**src/rtl/core/mbe_pkg.sv**
```systemverilog
`timescale 1ns / 1ps
// ----------------------------------------------------------------------------
// mbe_pkg
// Shared types and constants for the escape-time pixel evaluator.
// ----------------------------------------------------------------------------
package mbe_pkg;

  // parameter defaults
  localparam int COORD_BITS_DEF = 12;
  localparam int FRAC_BITS_DEF  = 28;
  localparam int ITER_BITS_DEF  = 10;

  // fixed field widths
  localparam int FIX_W       = 32;   // Q4.28 word
  localparam int PROD_W      = 64;   // full product
  localparam int STEP_W      = 31;
  localparam int PITCH_W     = 13;
  localparam int INDEX_W     = 24;
  localparam int COLOR_W     = 24;
  localparam int SCALE_BITS  = 8;    // count*255 = (count << 8) - count
  localparam int CFG_IDX_W   = 3;
  localparam int CFG_DATA_W  = 32;

  localparam logic [COLOR_W-1:0] COLOR_WHITE = 24'hFF_FFFF;

  // register indexes
  localparam logic [CFG_IDX_W-1:0] CFG_ORIGIN_REAL = 3'd0;
  localparam logic [CFG_IDX_W-1:0] CFG_ORIGIN_IMAG = 3'd1;
  localparam logic [CFG_IDX_W-1:0] CFG_STEP_REAL   = 3'd2;
  localparam logic [CFG_IDX_W-1:0] CFG_STEP_IMAG   = 3'd3;
  localparam logic [CFG_IDX_W-1:0] CFG_ITER_LIMIT  = 3'd4;
  localparam logic [CFG_IDX_W-1:0] CFG_LINE_PITCH  = 3'd5;

  // register reset values
  localparam logic signed [FIX_W-1:0] ORIGIN_REAL_RST = -32'sd563714458;
  localparam logic signed [FIX_W-1:0] ORIGIN_IMAG_RST = -32'sd322122547;
  localparam logic [STEP_W-1:0]       STEP_REAL_RST   = 31'd905970;
  localparam logic [STEP_W-1:0]       STEP_IMAG_RST   = 31'd1073742;
  localparam int                      ITER_LIMIT_RST  = 40;
  localparam logic [PITCH_W-1:0]      LINE_PITCH_RST  = 13'd800;

  typedef enum logic [3:0] {
    S_IDLE,
    S_MAP_MUL,
    S_MAP_ADD,
    S_ITER_MUL,
    S_ITER_UPD,
    S_DIV_START,
    S_DIV_RUN,
    S_DONE
  } state_t;

  // controller -> datapath
  typedef struct packed {
    logic load_in;
    logic map_mul;
    logic map_add;
    logic it_mul;
    logic it_upd;
    logic div_start;
    logic load_out;
  } cmd_t;

  // datapath -> controller
  typedef struct packed {
    logic more;      // count below limit
    logic escape;    // |z|^2 >= 4
    logic div_busy;
  } sts_t;

endpackage

```
**src/rtl/core/mbe_ctrl.sv**
```systemverilog
`timescale 1ns / 1ps
// ----------------------------------------------------------------------------
// mbe_ctrl
// Sequencer for one pixel: map, iterate, divide if it escapes, hand over the result word.
// ----------------------------------------------------------------------------
module mbe_ctrl (
  input  logic          clk,
  input  logic          rst_n,
  input  logic          in_valid,
  output logic          in_stall,
  output logic          out_valid,
  input  logic          out_stall,
  input  mbe_pkg::sts_t sts,
  output mbe_pkg::cmd_t cmd
);
  import mbe_pkg::*;

  state_t state_r, state_nxt;
  logic   out_valid_r, out_valid_nxt;
  logic   out_free;

  assign out_free = !out_valid_r || !out_stall;

  // next state
  always_comb begin
    state_nxt = state_r;
    case (state_r)
      S_IDLE:      if (in_valid) state_nxt = S_MAP_MUL;
      S_MAP_MUL:   state_nxt = S_MAP_ADD;
      S_MAP_ADD:   state_nxt = S_ITER_MUL;
      S_ITER_MUL:  state_nxt = sts.more ? S_ITER_UPD : S_DONE;
      S_ITER_UPD:  state_nxt = sts.escape ? S_DIV_START : S_ITER_MUL;
      S_DIV_START: state_nxt = S_DIV_RUN;
      S_DIV_RUN:   if (!sts.div_busy) state_nxt = S_DONE;
      S_DONE:      if (out_free) state_nxt = S_IDLE;
      default:     state_nxt = S_IDLE;
    endcase
  end

  // outputs
  always_comb begin
    cmd       = '0;
    in_stall  = 1'b1;
    case (state_r)
      S_IDLE: begin
        in_stall    = 1'b0;
        cmd.load_in = in_valid;
      end
      S_MAP_MUL:   cmd.map_mul   = 1'b1;
      S_MAP_ADD:   cmd.map_add   = 1'b1;
      S_ITER_MUL:  cmd.it_mul    = sts.more;
      S_ITER_UPD:  cmd.it_upd    = !sts.escape;
      S_DIV_START: cmd.div_start = 1'b1;
      S_DIV_RUN:   cmd           = '0;
      S_DONE:      cmd.load_out  = out_free;
      default:     cmd           = '0;
    endcase
  end

  always_comb begin
    out_valid_nxt = out_valid_r;
    if (cmd.load_out) begin
      out_valid_nxt = 1'b1;
    end else if (!out_stall) begin
      out_valid_nxt = 1'b0;
    end
  end

  always_ff @(posedge clk) begin
    if (!rst_n) begin
      state_r     <= S_IDLE;
      out_valid_r <= 1'b0;
    end else begin
      state_r     <= state_nxt;
      out_valid_r <= out_valid_nxt;
    end
  end

  assign out_valid = out_valid_r;

`ifndef ASSERT_OFF
  a_no_overwrite: assert property (@(posedge clk) disable iff (!rst_n)
    cmd.load_out |-> (!out_valid_r || !out_stall))
    else $error("result word overwritten while held");

  a_rise_from_done: assert property (@(posedge clk) disable iff (!rst_n)
    $rose(out_valid_r) |-> ($past(state_r) == S_DONE))
    else $error("result valid without finishing a pixel");

  a_accept_starts: assert property (@(posedge clk) disable iff (!rst_n)
    (in_valid && !in_stall) |=> (state_r == S_MAP_MUL))
    else $error("accepted word did not start mapping");
`endif

endmodule

```
**config.mk**
```make
export PLATFORM = sky130hd
export DESIGN_NAME = mbe_ctrl
export DESIGN_NICKNAME = d
export VERILOG_FILES = /design/src/rtl/core/mbe_pkg.sv /design/src/rtl/core/mbe_ctrl.sv
export SDC_FILE = /design/constraint.sdc
export NUM_CORES = 1
export LEC_CHECK = 0
export BUFFER_PORTS_ARGS = -buffer_cell sky130_fd_sc_hd__buf_4
export CORE_AREA = 5 5 42 44
export CTS_CLUSTER_DIAMETER = 120
export DETAILED_ROUTE_END_ITERATION = 8
export DIE_AREA = 0 0 47 49
export SYNTH_ARGS = -nofsm -noshare
export SYNTH_HDL_FRONTEND = slang
export SYNTH_SLANG_ARGS = --single-unit
```
**constraint.sdc**
```tcl
create_clock -name clk -period 1.25 [get_ports clk]
set_clock_uncertainty 0.05 [all_clocks]
set_input_delay 0.125 -clock clk [delete_from_list [all_inputs] [get_ports clk]]
set_output_delay 0.125 -clock clk [all_outputs]
set_load 0.01 [all_outputs]
```
==> metrics.yaml, run 1 <==
antenna_found_initial: 0
worstPathMaxFanout: 4
diodes: 0
cts_tree: "yes"
ys_ff_latch: 4
maxCapViolations: 0
drtAntennaViolNets: 0
max_slew.worst_pin.slew_ns: 0.197
swShare: 0.316
core_um2: 1400
vias: 366
total_power_w: 0.000679
clockPowerShare: 0.240
synth.avg_cell_area_um2: 8.17
ys_top_cells_by_area: "dfxtp_1 (27%), a41oi_2 (5.5%), nor3b_1 (5.1%), nor2b_1 (4.3%), buf_6 (3.8%)"
violations: "setup timing"
hold_class: "primary input to flip-flop"
synth_flop_cell: "dfxtp_1"
slowest_stage: "dfxtp_4"
drt-pass1-iter-count: 3
synth_edf_count: 0
grt_pass1_wl_um: 1520
synth_cell_type_count: 27
leakage_nw: 0.271
finalSetupTns_ns: -0.406
synth_common_cells: "dfxtp_1 (4), nand2_1 (3), nor2_1 (3)"
cts_buffers: 3
num_rows: 14
critPathRequiredTime_ns: 1.08
critPathKind: "flip-flop to output pin"
layout_min_cycle_time_ns: 1.35
synth_area_um2: 294
synth.most_common_cell: "dfxtp_1"
switchingPower_w: 0.000215
dp.cells: 70
drc: 0
die-width_um: 47
worstSkewPairLatency_ns: 0.23
fill_cells: 149
seq_power_share: 0.246
syn_nets: 43
crit_chain: "buf_6 > or2_4 > nor2b_1 > buf_4"
die_area_um2: 2300
drt_wl_total_um: 999
p_int_w: 0.000465
drive_gt1_frac: 0.714
clock-sinks: 4
async_reset_ff_frac: 0
htree_levels: 1
timing.hold.ws_ns: 0.109
cts_hold_buffers: 0
path_clk_slew_ns: 0.04
grt_remaining_overflow: 0
rsz0062_at_grt: "true"
grt_use_total: 0.0922
gp_congestion: 0.743
yosys.area.top_type: "dfxtp_1"
max_freq_mhz: 739
finalMaxSlewViolations: 0
die_y_um: 49
dp_hpwl_um: 650
cts_root_buf: "clkbuf_4"
top_level_ports: 16
ys_seq_area_frac: 0.272
status: "finished with violations"
wl_per_cell_um: 12.6
slew_headroom: 0.869
power_density_nw_per_um2: 1160
fin_nets: 72
io_buffer_count: 15
drt-vias-per-instance: 4.63
finalSetupViolations: 8
fin_crit_sh: 1.08
start_util: 0.210
critPathCaptureType: "output pin"
setup_ws_ns: -0.103
stdcell_count: 79
peakVddDrop_mv: 0.720
area_growth_pct: 99.6
hold_violations: 0
grt_pass1_vias: 362
clockBufferDepth: 2
ys_warn_count: 0
syn_inst: 36
drt-initial-drc-count: 3
cp-start-kind: "flip-flop"
synth_top_area_share: 0.272
slowest_delay_ns: 0.36
combPwrFrac: 0.515
grt_start_max_net_pins: 8
cp.arrival_ns: 1.18
## stage by stage
step / area, um2 / utilization / setup WS [ns]
final: 587 / 0.419 / -0.103
after global routing: 587 / 0.419 / -0.137
after CTS: 551 / 0.393 / -0.0920
after detailed placement: 448 / 0.320 / 0.0206
after global placement: 448 / 0.320 / 0.0322
after floorplan: 294 / - / -0.0315
## placed cells by master (no fill, tap or decap), types with 2 or more instances in the layout
cell type and count:
buf_4 19, buf_6 8, clkbuf_4 3, dfxtp_2 2, nand2_1 3, nor2_1 2, nor2b_1 2, nor3b_2 2
or2_4 2
## power by group through the flow
stage               Sequential (W)  Clock (W)  Combinational [W]
global route              0.000168   0.000170           0.000379
detailed placement        0.000158          0           0.000246
CTS                       0.000164   0.000166           0.000309
finish                    0.000167   0.000163           0.000350
floorplan                 0.000158          0           0.000136
global placement          0.000158          0           0.000244
## timing repair
action / CTS / global route
gates resized for setup: 15 / 6
hold endpoints to repair: 0 / 0
setup endpoints to repair: 7 / 11
pin swaps: 2 / 4
setup buffers: 5 / 2
## registers in the layout (all words and copies together), names as in the netlist
name,count
out_valid,1
state_r,3
## logic make-up (layout without fill, tap and decap cells)
family	Yosys count	after routing	share of synthesized area
buffers and inverters	4	31	0.0936
AND/OR/NAND/NOR	18	18	0.374
flip-flops	4	4	0.272
AO/OA/AOI/OAI	10	10	0.260
## cell type report
type                       count  area (um2)  share of cell area
clock buffer                   3        22.5              0.0384
tap                           16        20.0              0.0341
sequential                     4        86.3               0.147
inverter                       1        3.75             0.00640
multi-input combinational     28         221               0.377
timing repair buffer          27         233               0.397
## worst max-delay path, delay by kind of cell, from the launching register on
family,cells,cell delay [ns]
buffers and inverters,2,0.25
AND/OR/NAND/NOR,2,0.34
flip-flops,1,0.36
## routing by layer
layer  wire (um)  track usage
met1         397        0.110
met2         506        0.143
met3          96       0.0664
met4           0            0
met5           0            0
## final timing paths
kind	from	to	slack [ns]	cells past startpoint
hold / removal	rst_n	state_r[2]$_SDFFE_PN0P_	0.11	3
hold reg to reg	out_valid$_SDFFE_PN0P_	out_valid$_SDFFE_PN0P_	0.51	2
setup reg to reg	state_r[1]$_SDFFE_PN0P_	state_r[1]$_SDFFE_PN0P_	-0.04	3
setup / recovery	state_r[0]$_SDFFE_PN0P_	cmd[2]	-0.10	4
Power figures use the tool's default switching activity.
==> run 2: changes to the inputs <==
- PLACE_DENSITY: unset -> 0.47
==> run 2 against run 1 <==
  * Cell area down 11%
  * Non-clock buffer count down 5
  * The run still ends with setup timing left
  * First-iteration DRC count down 100%
  * Routed wire length down 18%
  * Cell count down 6.3%
  * Die area unchanged
  * Setup slack worse by 0.027 ns
==> metrics.yaml, run 2 (synthesis results as in run 1) <==
path_clk_slew_ns: 0.04  # about the same
top_level_ports: 16  # unchanged
layout_commonest_cell: "buf_4"
diodes: 0  # unchanged
peakVddDrop_mv: 0.508  # -29%
vias: 334  # -8.7%
die-width_um: 47  # unchanged
final_area_um2: 522  # -11%
area_growth_pct: 77.4
grt_use_total: 0.0852  # -0.00704
stdcell_count: 74  # -6.3%
cp.arrival_ns: 1.21  # +0.03 ns
drive_gt1_frac: 0.672  # -0.0419
largest_reg_flops: 3  # unchanged
rsz0062_at_grt: "true"
drt-initial-drc-count: 0  # -3
dp_hpwl_um: 666  # +2.5%
cts_buffers: 3  # unchanged
num_rows: 14  # unchanged
worstSkewPairLatency_ns: 0.24  # about the same
max_freq_mhz: 724  # -2.0%
leakage_nw: 0.236  # -13%
antenna_found_initial: 0  # unchanged
maxCapViolations: 0  # unchanged
die_y_um: 49  # unchanged
rr_worst_depth: 3  # unchanged
largest_register: "state_r"
max_slew.worst_pin.slew_ns: 0.176  # -0.0207 ns
fin_nets: 67  # -6.9%
layout_min_cycle_time_ns: 1.38  # +0.0273 ns
io_buffer_count: 15  # unchanged
start_util: 0.210  # unchanged
critPathCaptureType: "output pin"
core_um2: 1400  # unchanged
fill_cells: 169  # +13%
post_cts_buffers: 0  # -5
clockBufferDepth: 2  # unchanged
drc: 0  # unchanged
gp_congestion: 0.781  # +5.2%
grt_remaining_overflow: 0  # unchanged
wl_per_cell_um: 11.1  # -12%
clock-sinks: 4  # unchanged
power_density_nw_per_um2: 1180  # +2.3%
grt_start_max_net_pins: 7  # -1
hold_class: "primary input to flip-flop"
min_path_cells: 3  # unchanged
place_area_um2: 455  # +1.7%
drt-vias-per-instance: 4.51  # -2.6%
drtAntennaViolNets: 0  # unchanged
timing.hold.ws_ns: 0.0975  # -0.0116 ns
dp.cells: 71  # +1.4%
violations: "setup timing"
die_area_um2: 2300  # unchanged
grt_pass1_wl_um: 1360  # -10%
finalSetupViolations: 5  # -3
setup_ws_ns: -0.131  # -0.0273 ns
worstPathMaxFanout: 4  # unchanged
cts_root_buf: "clkbuf_4"
critPathRequiredTime_ns: 1.08  # about the same
htree_levels: 1  # unchanged
drt-pass1-iter-count: 1  # -2
cp-start-kind: "flip-flop"
post-route-util: 0.372  # -0.0464
cts_tree: "yes"
status: "finished with violations"
finalMaxSlewViolations: 0  # unchanged
grt_pass1_vias: 344  # -5.0%
drt_wl_total_um: 824  # -18%
fin_crit_sh: 1.10  # +0.0218
layout_common_cells: "buf_4 (18), buf_6 (4), clkbuf_4 (3)"
hold_violations: 0  # unchanged
slew_headroom: 0.883  # +0.0138
critPathKind: "flip-flop to output pin"
-- run 2: cell count changes in the layout (fill, tap and decap cells not counted), sizes merged --
cell	change
buf	-5
-- run 2: metal layers --
layer | global-route usage | up-vias | routed length [um]
met1 | 0.103 | 141 | 386
met4 | 0.0553 | 0 | 16
met5 | 0 | - | 0
met2 | 0.106 | 15 | 349
met3 | 0.0554 | 2 | 72
li1 | - | 176 | -
-- run 2: metrics by stage --
stage                     setup TNS [ns]  total power, W  setup slack [ns]
after CTS                         -0.336        0.000612            -0.118
final                             -0.323        0.000618            -0.131
after detailed placement         -0.0148        0.000408           -0.0148
after floorplan                  -0.0315        0.000294           -0.0315
after global placement                 0        0.000412            0.0101
after global routing              -0.740        0.000666            -0.166
-- run 2: worst paths after layout --
path / to / start / slack [ns]
max: cmd[6] / state_r[2]$_SDFFE_PN0P_ / -0.13
min: state_r[2]$_SDFFE_PN0P_ / rst_n / 0.1
max reg2reg: state_r[0]$_SDFFE_PN0P_ / state_r[2]$_SDFFE_PN0P_ / -0.03
min reg2reg: out_valid$_SDFFE_PN0P_ / out_valid$_SDFFE_PN0P_ / 0.50
-- run 2: area by class of cell --
class / instances / area [um2] / share of cell area
clock buffers: 3 / 22.5 / 0.0432
inverters: 1 / 3.75 / 0.00719
multi-input cells: 28 / 209 / 0.400
flip-flops and latches: 4 / 86.3 / 0.165
well taps: 16 / 20.0 / 0.0384
repair buffers: 22 / 180 / 0.345
-- run 2: where the power goes --
part	internal, W	switching (W)
logic	0.000169	0.000118
registers	0.000148	0.0000216
clock network	0.000107	0.0000542
total	0.000424	0.000193
-- run 2: what timing repair did --
action | CTS | global route
endpoints found under the hold margin | 0 | 0
resized for setup | 10 | 4
endpoints found under the setup margin | 10 | 11
hold buffers | 0 | 0
pin swaps | 2 | 2
gates cloned | 0 | 0
-- run 2: critical path: stages (launching register included) --
cell     delay, ns
dfxtp_2       0.33
or3_4         0.42
nor2_2        0.10
buf_4         0.12
